### src/hw/rtl/b64_pkg.sv
`timescale 1ns / 1ps
// ----------------------------------------------------------------------------
// b64_pkg
// Shared types, constants and the symbol-to-ASCII mapping of the encoder.
// ----------------------------------------------------------------------------
package b64_pkg;

  localparam logic [7:0] PAD_CHAR     = 8'h3D;
  localparam logic [7:0] CHAR_UPPER_A = 8'h41;
  localparam logic [7:0] CHAR_LOWER_A = 8'h61;
  localparam logic [7:0] CHAR_DIGIT_0 = 8'h30;
  localparam logic [7:0] CHAR_PLUS    = 8'h2B;
  localparam logic [7:0] CHAR_SLASH   = 8'h2F;
  localparam logic [7:0] CHAR_MINUS   = 8'h2D;
  localparam logic [7:0] CHAR_USCORE  = 8'h5F;

  localparam int unsigned CFG_IDX_W = 2;
  localparam logic [CFG_IDX_W-1:0] CFG_ALPHABET = 2'd0;
  localparam logic [CFG_IDX_W-1:0] CFG_PAD_EN   = 2'd1;

  // number of 6-bit data symbols in one queued group
  localparam logic [2:0] NSYM_ONE_BYTE  = 3'd2;
  localparam logic [2:0] NSYM_TWO_BYTES = 3'd3;
  localparam logic [2:0] NSYM_FULL      = 3'd4;

  typedef struct packed {
    logic [23:0] bits;
    logic [2:0]  nsym;
    logic        fin;
  } b64_grp_t;

  function automatic logic [7:0] b64_sym_char(logic [5:0] s, logic url);
    logic [7:0] c;
    begin
      if (s < 6'd26) begin
        c = CHAR_UPPER_A + {2'b00, s};
      end else if (s < 6'd52) begin
        c = CHAR_LOWER_A + {2'b00, s - 6'd26};
      end else if (s < 6'd62) begin
        c = CHAR_DIGIT_0 + {2'b00, s - 6'd52};
      end else if (s == 6'd62) begin
        c = url ? CHAR_MINUS : CHAR_PLUS;
      end else begin
        c = url ? CHAR_USCORE : CHAR_SLASH;
      end
      return c;
    end
  endfunction

endpackage

### src/hw/rtl/b64_in_if.sv
`timescale 1ns / 1ps
// ----------------------------------------------------------------------------
// b64_in_if
// Byte channel into the encoder: raw byte plus end-of-message flag.
// ----------------------------------------------------------------------------
interface b64_in_if;
  logic       valid;
  logic       ready;
  logic [7:0] data_byte;
  logic       final_byte;

  modport source (output valid, output data_byte, output final_byte, input ready);
  modport sink   (input valid, input data_byte, input final_byte, output ready);
endinterface

### src/hw/rtl/b64_out_if.sv
`timescale 1ns / 1ps
// ----------------------------------------------------------------------------
// b64_out_if
// Character channel out of the encoder: ASCII code plus last-character flag.
// ----------------------------------------------------------------------------
interface b64_out_if;
  logic       valid;
  logic       ready;
  logic [7:0] char_out;
  logic       final_char;

  modport source (output valid, output char_out, output final_char, input ready);
  modport sink   (input valid, input char_out, input final_char, output ready);
endinterface

### src/hw/rtl/base64_encoder.sv
`timescale 1ns / 1ps
// ----------------------------------------------------------------------------
// base64_encoder
// Streaming Base64 encoder: bytes in, ASCII characters out, with a selectable
// alphabet and optional '=' padding.
// ----------------------------------------------------------------------------
// path: a byte that closes a group (or the final byte) goes through the queue,
//   the group register and the output register before the first character
// throughput: one byte per cycle until the group queue fills; sustained one
//   character per cycle at the output register while out_ch.ready is high
// reset: synchronous, clears the pending bytes, the queue and the output;
//   the alphabet select resets to standard and padding to enabled
module base64_encoder #(
  parameter int unsigned QUEUE_DEPTH = 2
) (
  input  logic                             clk,
  input  logic                             rst_n,
  b64_in_if.sink                           in_ch,
  b64_out_if.source                        out_ch,
  input  logic                             cfg_we,
  input  logic [b64_pkg::CFG_IDX_W-1:0]    cfg_index,
  input  logic                             cfg_wdata
);

  logic alpha_url_r, alpha_url_nxt;
  logic pad_en_r, pad_en_nxt;

  logic              q_full;
  logic              q_push;
  b64_pkg::b64_grp_t q_wdata;
  logic              q_pop;
  logic              q_valid;
  b64_pkg::b64_grp_t q_rdata;

  always_comb begin
    alpha_url_nxt = alpha_url_r;
    pad_en_nxt    = pad_en_r;
    if (cfg_we) begin
      case (cfg_index)
        b64_pkg::CFG_ALPHABET: alpha_url_nxt = cfg_wdata;
        b64_pkg::CFG_PAD_EN:   pad_en_nxt    = cfg_wdata;
        default: begin
        end
      endcase
    end
  end

  always_ff @(posedge clk) begin
    if (!rst_n) begin
      alpha_url_r <= 1'b0;
      pad_en_r    <= 1'b1;
    end else begin
      alpha_url_r <= alpha_url_nxt;
      pad_en_r    <= pad_en_nxt;
    end
  end

  b64_front u_front (
    .clk    (clk),
    .rst_n  (rst_n),
    .in_ch  (in_ch),
    .q_full (q_full),
    .q_push (q_push),
    .q_data (q_wdata)
  );

  b64_queue #(
    .DEPTH (QUEUE_DEPTH)
  ) u_queue (
    .clk    (clk),
    .rst_n  (rst_n),
    .push   (q_push),
    .wdata  (q_wdata),
    .full   (q_full),
    .pop    (q_pop),
    .rvalid (q_valid),
    .rdata  (q_rdata)
  );

  b64_back u_back (
    .clk       (clk),
    .rst_n     (rst_n),
    .alpha_url (alpha_url_r),
    .pad_en    (pad_en_r),
    .q_valid   (q_valid),
    .q_data    (q_rdata),
    .q_pop     (q_pop),
    .out_ch    (out_ch)
  );

endmodule

### src/hw/rtl/b64_front.sv
`timescale 1ns / 1ps
// ----------------------------------------------------------------------------
// b64_front
// Collects bytes into groups of three, or fewer at the final byte, for the queue.
// ----------------------------------------------------------------------------
module b64_front (
  input  logic              clk,
  input  logic              rst_n,
  b64_in_if.sink            in_ch,
  input  logic              q_full,
  output logic              q_push,
  output b64_pkg::b64_grp_t q_data
);

  logic [1:0]  cnt_r, cnt_nxt;
  logic [15:0] pend_r, pend_nxt;
  logic        accept;

  assign in_ch.ready = !q_full;
  assign accept      = in_ch.valid && in_ch.ready;

  always_comb begin
    cnt_nxt     = cnt_r;
    pend_nxt    = pend_r;
    q_push      = 1'b0;
    q_data.fin  = in_ch.final_byte;
    q_data.bits = {pend_r, in_ch.data_byte};
    q_data.nsym = b64_pkg::NSYM_FULL;
    case (cnt_r)
      2'd0: begin
        q_data.bits = {in_ch.data_byte, 16'h0000};
        q_data.nsym = b64_pkg::NSYM_ONE_BYTE;
      end
      2'd1: begin
        q_data.bits = {pend_r[15:8], in_ch.data_byte, 8'h00};
        q_data.nsym = b64_pkg::NSYM_TWO_BYTES;
      end
      default: begin
        q_data.bits = {pend_r, in_ch.data_byte};
        q_data.nsym = b64_pkg::NSYM_FULL;
      end
    endcase
    if (accept) begin
      if (in_ch.final_byte || cnt_r[1]) begin
        q_push   = 1'b1;
        cnt_nxt  = 2'd0;
        pend_nxt = 16'h0000;
      end else if (cnt_r == 2'd0) begin
        cnt_nxt  = 2'd1;
        pend_nxt = {in_ch.data_byte, 8'h00};
      end else begin
        cnt_nxt  = 2'd2;
        pend_nxt = {pend_r[15:8], in_ch.data_byte};
      end
    end
  end

  always_ff @(posedge clk) begin
    if (!rst_n) begin
      cnt_r  <= 2'd0;
      pend_r <= 16'h0000;
    end else begin
      cnt_r  <= cnt_nxt;
      pend_r <= pend_nxt;
    end
  end

  a_cnt_range: assert property (@(posedge clk) disable iff (!rst_n) cnt_r != 2'd3)
    else $error("pending count out of range");

endmodule

### src/hw/rtl/b64_queue.sv
`timescale 1ns / 1ps
// ----------------------------------------------------------------------------
// b64_queue
// Small group queue between the byte collector and the character emitter.
// ----------------------------------------------------------------------------
module b64_queue #(
  parameter int unsigned DEPTH = 2
) (
  input  logic              clk,
  input  logic              rst_n,
  input  logic              push,
  input  b64_pkg::b64_grp_t wdata,
  output logic              full,
  input  logic              pop,
  output logic              rvalid,
  output b64_pkg::b64_grp_t rdata
);

  localparam int unsigned PTR_W = (DEPTH > 1) ? $clog2(DEPTH) : 1;
  localparam int unsigned CNT_W = $clog2(DEPTH + 1);

  b64_pkg::b64_grp_t mem_r [DEPTH];
  logic [PTR_W-1:0]  wr_ptr_r, wr_ptr_nxt;
  logic [PTR_W-1:0]  rd_ptr_r, rd_ptr_nxt;
  logic [CNT_W-1:0]  cnt_r, cnt_nxt;

  assign full   = (cnt_r == CNT_W'(DEPTH));
  assign rvalid = (cnt_r != '0);
  assign rdata  = mem_r[rd_ptr_r];

  always_comb begin
    wr_ptr_nxt = wr_ptr_r;
    rd_ptr_nxt = rd_ptr_r;
    cnt_nxt    = cnt_r;
    if (push) begin
      wr_ptr_nxt = (wr_ptr_r == PTR_W'(DEPTH - 1)) ? '0 : wr_ptr_r + 1'b1;
    end
    if (pop) begin
      rd_ptr_nxt = (rd_ptr_r == PTR_W'(DEPTH - 1)) ? '0 : rd_ptr_r + 1'b1;
    end
    if (push && !pop) begin
      cnt_nxt = cnt_r + 1'b1;
    end else if (pop && !push) begin
      cnt_nxt = cnt_r - 1'b1;
    end
  end

  always_ff @(posedge clk) begin
    if (push) begin
      mem_r[wr_ptr_r] <= wdata;
    end
  end

  always_ff @(posedge clk) begin
    if (!rst_n) begin
      wr_ptr_r <= '0;
      rd_ptr_r <= '0;
      cnt_r    <= '0;
    end else begin
      wr_ptr_r <= wr_ptr_nxt;
      rd_ptr_r <= rd_ptr_nxt;
      cnt_r    <= cnt_nxt;
    end
  end

  a_no_overflow: assert property (@(posedge clk) disable iff (!rst_n) !(push && full && !pop))
    else $error("push into full queue");
  a_no_underflow: assert property (@(posedge clk) disable iff (!rst_n) !(pop && !rvalid))
    else $error("pop from empty queue");

endmodule

### src/hw/rtl/b64_back.sv
`timescale 1ns / 1ps
// ----------------------------------------------------------------------------
// b64_back
// Takes one group from the queue and emits its characters, one per cycle while
// ready, via an output register, with padding and the last-character flag.
// ----------------------------------------------------------------------------
module b64_back (
  input  logic              clk,
  input  logic              rst_n,
  input  logic              alpha_url,
  input  logic              pad_en,
  input  logic              q_valid,
  input  b64_pkg::b64_grp_t q_data,
  output logic              q_pop,
  b64_out_if.source         out_ch
);

  logic              grp_valid_r, grp_valid_nxt;
  b64_pkg::b64_grp_t grp_r;
  logic [1:0]        k_r, k_nxt;
  logic              out_valid_r, out_valid_nxt;
  logic [7:0]        out_char_r;
  logic              out_final_r;

  logic [2:0] total;
  logic       last_char;
  logic       out_load;
  logic       grp_done;
  logic [5:0] sym;
  logic [7:0] char_sel;

  assign total     = (grp_r.fin && pad_en) ? b64_pkg::NSYM_FULL : grp_r.nsym;
  assign last_char = (k_r == 2'(total - 3'd1));
  assign out_load  = grp_valid_r && (!out_valid_r || out_ch.ready);
  assign grp_done  = out_load && last_char;
  assign q_pop     = q_valid && (!grp_valid_r || grp_done);

  always_comb begin
    case (k_r)
      2'd0:    sym = grp_r.bits[23:18];
      2'd1:    sym = grp_r.bits[17:12];
      2'd2:    sym = grp_r.bits[11:6];
      default: sym = grp_r.bits[5:0];
    endcase
    char_sel = ({1'b0, k_r} < grp_r.nsym) ? b64_pkg::b64_sym_char(sym, alpha_url)
                                           : b64_pkg::PAD_CHAR;
  end

  always_comb begin
    grp_valid_nxt = grp_valid_r;
    k_nxt         = k_r;
    out_valid_nxt = out_valid_r;
    if (out_ch.ready) begin
      out_valid_nxt = 1'b0;
    end
    if (out_load) begin
      out_valid_nxt = 1'b1;
      k_nxt         = k_r + 1'b1;
    end
    if (grp_done) begin
      grp_valid_nxt = 1'b0;
      k_nxt         = 2'd0;
    end
    if (q_pop) begin
      grp_valid_nxt = 1'b1;
      k_nxt         = 2'd0;
    end
  end

  always_ff @(posedge clk) begin
    if (!rst_n) begin
      grp_valid_r <= 1'b0;
      k_r         <= 2'd0;
      out_valid_r <= 1'b0;
    end else begin
      grp_valid_r <= grp_valid_nxt;
      k_r         <= k_nxt;
      out_valid_r <= out_valid_nxt;
    end
  end

  always_ff @(posedge clk) begin
    if (q_pop) begin
      grp_r <= q_data;
    end
    if (out_load) begin
      out_char_r  <= char_sel;
      out_final_r <= last_char && grp_r.fin;
    end
  end

  assign out_ch.valid      = out_valid_r;
  assign out_ch.char_out   = out_char_r;
  assign out_ch.final_char = out_final_r;

  a_k_range: assert property (@(posedge clk) disable iff (!rst_n)
    grp_valid_r |-> ({1'b0, k_r} < total))
    else $error("character index past end of group");
  a_pop_when_free: assert property (@(posedge clk) disable iff (!rst_n)
    (q_pop && grp_valid_r) |-> grp_done)
    else $error("group overwritten before its last character");

endmodule
### src/flat_wrapper.sv
// flat-port wrapper written by rule: the top's interface ports become plain ports
module base64_encoder_flat 
#(
  parameter int unsigned QUEUE_DEPTH = 2
)
  (clk, rst_n, cfg_we, cfg_index, cfg_wdata, in_ch_valid, in_ch_data_byte, in_ch_final_byte, in_ch_ready, out_ch_valid, out_ch_char_out, out_ch_final_char, out_ch_ready);
  b64_in_if in_ch_i ();
  b64_out_if out_ch_i ();
  input  logic clk;
  input  logic rst_n;
  input  logic cfg_we;
  input  logic [b64_pkg::CFG_IDX_W-1:0] cfg_index;
  input  logic cfg_wdata;
  input wire logic [$bits(in_ch_i.valid)-1:0] in_ch_valid;
  input wire logic [$bits(in_ch_i.data_byte)-1:0] in_ch_data_byte;
  input wire logic [$bits(in_ch_i.final_byte)-1:0] in_ch_final_byte;
  output wire logic [$bits(in_ch_i.ready)-1:0] in_ch_ready;
  output wire logic [$bits(out_ch_i.valid)-1:0] out_ch_valid;
  output wire logic [$bits(out_ch_i.char_out)-1:0] out_ch_char_out;
  output wire logic [$bits(out_ch_i.final_char)-1:0] out_ch_final_char;
  input wire logic [$bits(out_ch_i.ready)-1:0] out_ch_ready;
  assign in_ch_i.valid = in_ch_valid;
  assign in_ch_i.data_byte = in_ch_data_byte;
  assign in_ch_i.final_byte = in_ch_final_byte;
  assign in_ch_ready = in_ch_i.ready;
  assign out_ch_valid = out_ch_i.valid;
  assign out_ch_char_out = out_ch_i.char_out;
  assign out_ch_final_char = out_ch_i.final_char;
  assign out_ch_i.ready = out_ch_ready;
  base64_encoder #(.QUEUE_DEPTH(QUEUE_DEPTH)) u_core (.clk(clk), .rst_n(rst_n), .in_ch(in_ch_i), .out_ch(out_ch_i), .cfg_we(cfg_we), .cfg_index(cfg_index), .cfg_wdata(cfg_wdata));
endmodule
### config.mk
export PLATFORM = sky130hd
export DESIGN_NAME = base64_encoder_flat
export DESIGN_NICKNAME = d
export VERILOG_FILES = /design/src/hw/rtl/b64_pkg.sv /design/src/hw/rtl/b64_in_if.sv /design/src/hw/rtl/b64_out_if.sv /design/src/hw/rtl/base64_encoder.sv /design/src/hw/rtl/b64_front.sv /design/src/hw/rtl/b64_queue.sv /design/src/hw/rtl/b64_back.sv /design/src/flat_wrapper.sv
export SDC_FILE = /design/constraint.sdc
export NUM_CORES = 1
export LEC_CHECK = 0
export ABC_AREA = 1
export BUFFER_PORTS_ARGS = -buffer_cell sky130_fd_sc_hd__buf_2
export CORE_ASPECT_RATIO = 0.9
export CORE_MARGIN = 2
export CORE_UTILIZATION = 41
export CTS_CLUSTER_DIAMETER = 30
export DETAILED_ROUTE_END_ITERATION = 6
export GPL_TIMING_DRIVEN = 1
export PLACE_DENSITY = 0.57
export REMOVE_ABC_BUFFERS = 1
export SYNTH_ARGS = -nofsm -noshare
export SYNTH_HDL_FRONTEND = slang
export SYNTH_SLANG_ARGS = --single-unit
### constraint.sdc
create_clock -name clk -period 5.8 [get_ports clk]
set_input_delay 1.16 -clock clk [delete_from_list [all_inputs] [get_ports clk]]
set_output_delay 1.16 -clock clk [all_outputs]
set_load 0.01 [all_outputs]
; Word-level counts from Yosys, hierarchy flattened
; Memory sizes are Yosys's and may differ from the RTL's. A register that Yosys moved wholly into a read port is not among the register bits.
; Index checks and enable logic that the tools add are counted.
[word_totals]
latch_bits = 0
out_inout_bits = 11
memories = 1
wordCells = 90
ram_bits = 56
ff_bits = 37
romBits = 0
[classes]
n_reduce_logical = 28
n_div = 0
n_shift = 0
n_addsub = 11
n_mux = 25
multipliers = 0
order_cmp = 4
eq_ne = 7
bitwise = 1
[mem_list]
columns = name, words, word_bits, rd, rd_ports_with_merged_regs, wr, line
row1 = u_core.u_queue.mem_r, 2, 28, 1, 1, 1, b64_queue.sv:22  ; b64_pkg::b64_grp_t mem_r [DEPTH];
[op_table]
columns = cell, n
row1 = 27-bit case mux with 2 select lines, 1
row2 = 16-bit two-way mux, 2
row3 = 7-bit two-way mux, 3
row4 = 6-bit case mux with 3 select lines, 1
row5 = 7-bit by 6-bit adder with 8-bit output (first input constant), 2
row6 = 8-bit two-way mux, 2
row7 = 6-bit < comparator (second input constant), 2
row8 = 1-bit two-way mux, 10
row9 = 2-bit two-way mux, 5
row10 = 2-bit nonzero test, 5
row11 = 1-bit logical AND, 8
row12 = 6-bit by 6-bit adder with 7-bit output (first input constant), 1
row13 = 2-bit by 1-bit == test with 1-bit output (second input constant), 3
row14 = 6-bit == test (second input constant), 1
row15 = 2-bit logical NOT, 3
row16 = 6-bit by 5-bit < comparator with 1-bit output (second input constant), 1
row17 = 2-bit AND reduction, 3
row18 = 6-bit by 5-bit subtractor with 6-bit output (second input constant), 1
row19 = 6-bit subtractor (second input constant), 1
row20 = 1-bit logical NOT, 5
row21 = 2-bit by 1-bit adder with 2-bit output (second input constant), 2
row22 = 2-bit == test (second input constant), 2
row23 = 2-bit by 1-bit subtractor with 2-bit output (second input constant), 2
row24 = 1-bit logical OR, 3
row25 = other kinds (6), 7

; Logic depth before layout (Yosys ltp)
[logic_depth]
depth_word = 10
depth_mapped = 17
depth_no_buf = 17

; By module
; Synthesis repeated with hierarchy kept, for this count alone.
[unflattened]
cells_unflattened = 534
hier_area_um2 = 5990.7
[by_module_without_submodules]
columns = mod, cells_per_inst, area_each_um2, n_inst, seq_area_each_um2
row1 = b64_back, 248, 2513.7, 1, 1191.1
row2 = b64_queue, 122, 2351.0, 1, 1781.7
row3 = b64_front, 151, 1034.7, 1, 360.3
row4 = base64_encoder, 13, 91.3, 1, 40.0

; Worst setup path before layout
; OpenSTA, ideal clock, no wires.
[synth_timing]
path_kind = in2reg
startpoint = in in_ch_valid
endpoint = mem u_core.u_queue.mem_r[1][0] (netlist bit) (enable)
arrival_ns = 2.735
t_required_ns = 5.386
path_slack_ns = 2.650
cell_stages = 4
cell_sequence = nand2_1 > a21oi_1 > inv_1 > nor2_1
[synth_via]
elab_chain_cells = 4
[synth_lines]
columns = item, line
row1 = start: declaration, flat_wrapper.sv:14  ; input wire logic [$bits(in_ch_i.valid)-1:0] in_ch_valid;
row2 = 1-bit logical AND, b64_front.sv:20  ; assign accept = in_ch.valid && in_ch.ready;
row3 = 1-bit two-way mux, b64_front.sv:43  ; if (accept) begin
row4 = named net u_core.q_push, base64_encoder.sv:29  ; logic q_push;
row5 = 1-bit two-way mux, b64_queue.sv:49  ; if (push) begin
row6 = 1-bit two-way mux (implied by the code), b64_queue.sv:50  ; mem_r[wr_ptr_r] <= wdata;
row7 = end: declaration, b64_queue.sv:22
; The timed path passes the listed nets, and every way through them passes these cells.

; Worst setup path after layout
[layout_timing]
startpoint = in out_ch_ready
endpoint = reg, netlist name u_core.u_back.grp_r[5]
[layout_via]
elab_chain_cells = 5
[layout_lines]
columns = item, line
row1 = start: declaration, flat_wrapper.sv:21  ; input wire logic [$bits(out_ch_i.ready)-1:0] out_ch_ready;
row2 = 1-bit logical OR, b64_back.sv:34  ; assign out_load = grp_valid_r && (!out_valid_r || out_ch.ready);
row3 = 1-bit logical AND, b64_back.sv:34
row4 = named net u_core.u_back.out_load, b64_back.sv:27  ; logic out_load;
row5 = 1-bit logical AND, b64_back.sv:35  ; assign grp_done = out_load && last_char;
row6 = 1-bit logical OR, b64_back.sv:36  ; assign q_pop = q_valid && (!grp_valid_r || grp_done);
row7 = 1-bit logical AND, b64_back.sv:36
row8 = named net u_core.q_pop, base64_encoder.sv:31  ; logic q_pop;
; The timed path passes the listed nets, and every way through them passes these cells.
; A chain may end at the register's enable or synchronous reset.

==> impl_metrics.toml <==
[power_and_ir_drop]
power_mw = 4.09
p_int_mw = 2.58
switching_share_pct = 36.7
peakVddDrop_uv = 279
cellLeakagePower_nw = 2.62
power.density_mw_per_mm2 = 623
p_clk_share_pct = 27.1
switchingPower_mw = 1.50
pwr-share-seq_pct = 32.5
combPwrFrac_pct = 40.4

[clocking]
cts_max_level = 4
clk_latency_ns = 0.41
tritoncts = "done"
cts_buffers = 17
clk_pin_slew_ns = 0.05
clock_tree.root_cell = "clkbuf_16"
cts-resized-gates = 0
cts_setup_buffers = 0
cts.sinks = 121
clockBufferDepth = 2
cts_hold_buf = 0

[final_layout]
finish.cell_count_without_fillers = 730
fin_nets = 579
drive_above_1_share_pct = 23.0
stdcell_area_sq_mm = 0.00656
fillerInstances = 1180
final_util_pct = 49.1
diodes = 0
area_growth_pct = 17.1

[drt]
drt_first_pass_iters = 4
post_drt_wl_per_cell_um = 14.1
avgViaCountPerCell = 4.87
ant_nets = 0
vias = 3557
drt_iter0_markers = 259
wl_um = 10300
drc = 0

[sta]
worst_slack_ns = 2.88
final_max_slew_viol_count = 0
setup_viol = 0
post-route-period-util_pct = 50.3
fin_skew_ns = 0.00962
max_freq_mhz = 343
setup_tns_ns = 0
finalHoldViolations = 0
period_minus_slack_ns = 2.92
rsz0062_at_grt = "no"
worst-slew-pin-transition_ns = 1.04
hold-worst-slack_ns = 0.467
slew_headroom_pct = 30.8

[critical_path]
cp.required_ns = 5.82
startpoint_type = "primary input"
critical_path.most_common_cell = "nand2_1"
slowest_delay_ns = 0.76
r2r_slack_ns = 3.24
crit_chain = "buf_2 -> inv_1 -> nand2_1 -> nand2_1 -> inv_1 -> nand3_1 -> nand2_1 -> nand2_1 -> inv_1"
rr_endpoint = "u_core.u_back.out_ch.char_out[5]$_SDFFCE_PP1P_"
r2r-start = "u_core.u_back.k_r[0]$_SDFFE_PP0P_"
setup.worst_path.class = "primary input to register"
reg2reg_depth = 15
path_max_fanout = 29
cpMaxStageDelayCell = "inv_1"
cp.arrival_ns = 2.93
end_kind = "register"

[synth]
synth_seq_cells = 121
synthArstFlopShare_pct = 0
syn-mean-instance-area_sq_um = 11.0
ys_types = 42
syn_inst = 511
synth_edf_count = 93
seq_area_frac_synth_pct = 59.9
syn_area_sq_mm = 0.00560
yosysWarnings = 0
ys_dominant_reg_cell = "edfxtp_1"

[die]
num_rows = 40
dieHeight_um = 115
start_util_pct = 41.9
core_sq_mm = 0.0134
die_area_sq_mm = 0.0146
io_pins = 28
die-width_um = 127

[worst_hold_path]
whs_endpoint = "u_core.u_front.pend_r[6]$_SDFFE_PN0P_"
hold_class = "register to register"
worstHoldPathCells = 2
hp-start = "u_core.u_front.pend_r[6]$_SDFFE_PN0P_"

[place]
port_buffers = 27
dpl.hpwl_um = 7120
dpl_cell_area_sq_mm = 0.00592
gp_congestion = 0.800
dp.cells = 698
dp_slack_ns = 2.44

[global_route]
grt_max_degree = 30
gr-total-overflow = 0
grt_pass1_vias = 3431
grt_pass1_wl_um = 16800
groute.usage.overall_pct = 15.0
antenna_found_initial = 0

[job]
max_cap_viol_count = 0

[run_status]
outcome = "completed"
[flip-flops by register name (all words and copies together) (netlist names), 2 cells and up]
name / count
u_core.u_back.k_r: 2
u_core.u_front.pend_r: 16
u_core.u_back.out_ch.char_out: 8
u_core.u_front.cnt_r: 2
u_core.u_back.grp_r: 28
u_core.u_queue.cnt_r: 2
u_core.u_queue.mem_r: 56
[worst max-delay path by stage]
stage / from / end / slack (ns) / depth (start not counted)
floorplan: in_ch_valid / u_core.u_queue.mem_r[1][0]$_DFFE_PP_ / 2.49 / 4
global placement: out_ch_ready / u_core.u_back.grp_r[8]$_DFFE_PP_ / 2.53 / 9
detailed placement: out_ch_ready / u_core.u_back.grp_r[8]$_DFFE_PP_ / 2.44 / 9
CTS: out_ch_ready / u_core.u_back.grp_r[27]$_DFFE_PP_ / 2.87 / 9
global route: out_ch_ready / u_core.u_back.grp_r[5]$_DFFE_PP_ / 2.66 / 9
finish: out_ch_ready / u_core.u_back.grp_r[5]$_DFFE_PP_ / 2.88 / 9
[cells in the final DEF (no fill, tap or decap), types with 4 or more instances in the layout]
cell         n
nand2_1    104
edfxtp_1    93
inv_1       65
nor2_1      29
mux2_2      28
dfxtp_1     28
buf_2       27
o21ai_0     25
a21oi_1     21
nand3_1     21
clkbuf_16   20
ha_1        13
o22ai_1      8
nor2_2       7
xor2_1       6
nor2_4       5
nand2_4      5
nand2_2      4
o21bai_4     4
nand4_1      4
[cell families (layout without fill, tap and decap cells)]
logic type / count (synthesis) / count (layout) / synth area share [%]
mux: 28 / 28 / 5.63
compound gates: 71 / 71 / 8.06
buf+inv: 80 / 131 / 5.70
xor+xnor: 6 / 6 / 0.938
simple gates: 192 / 192 / 16.9
fa+ha+maj: 13 / 13 / 2.90
flops: 121 / 121 / 59.9
[critical path: cells and delay by family]
| kind | cells | cell delay (ns) |
|---|---|---|
| buffers and inverters | 4 | 1.19 |
| AND/OR/NAND/NOR | 5 | 0.58 |
[routing by layer]
layer	track usage [%]	wire length, um	vias to the layer above	part of all wire [%]
met3	4.51	361	15	3.5
met5	0	0	-	0
met1	19.5	4950	1674	48
li1	-	-	1803	-
met4	6.01	160	0	1.6
met2	23.9	4790	65	47
[power groups by stage]
stage / combinational [mW] / clock (mW) / sequential [mW]
2_1_floorplan: 1.24 / 0 / 1.37
3_3_place_gp: 1.63 / 0 / 1.34
3_5_place_dp: 1.65 / 0 / 1.34
4_1_cts: 1.66 / 1.13 / 1.33
5_1_grt: 1.86 / 1.17 / 1.35
6_report: 1.65 / 1.11 / 1.33
[cell usage after synthesis, types with 4 or more instances]
master / count / area, sq um
nand3_1: 21 / 105
nor2_4: 5 / 56.3
edfxtp_1: 93 / 2790
a21oi_1: 21 / 105
xor2_1: 6 / 52.6
nor2_2: 5 / 31.3
o21bai_4: 4 / 75.1
nand2_4: 5 / 56.3
o21ai_0: 25 / 125
o22ai_1: 8 / 50.1
nand2_2: 4 / 25.0
nand2_1: 104 / 390
nand4_1: 4 / 25.0
mux2_2: 28 / 315
nor2_1: 31 / 116
dfxtp_1: 28 / 561
ha_1: 13 / 163
inv_1: 65 / 244
clkbuf_1: 10 / 37.5
[area by class of cell]
cell class | instances | area (sq um) | area share (%)
inverters | 69 | 262 | 3.99
multi-input cells | 310 | 1930 | 29.5
repair buffers | 30 | 158 | 2.40
clock buffers | 25 | 549 | 8.37
well taps | 168 | 210 | 3.20
clock inverters | 7 | 95.1 | 1.45
flip-flops and latches | 121 | 3350 | 51.1
Power figures use the tool's default switching activity.
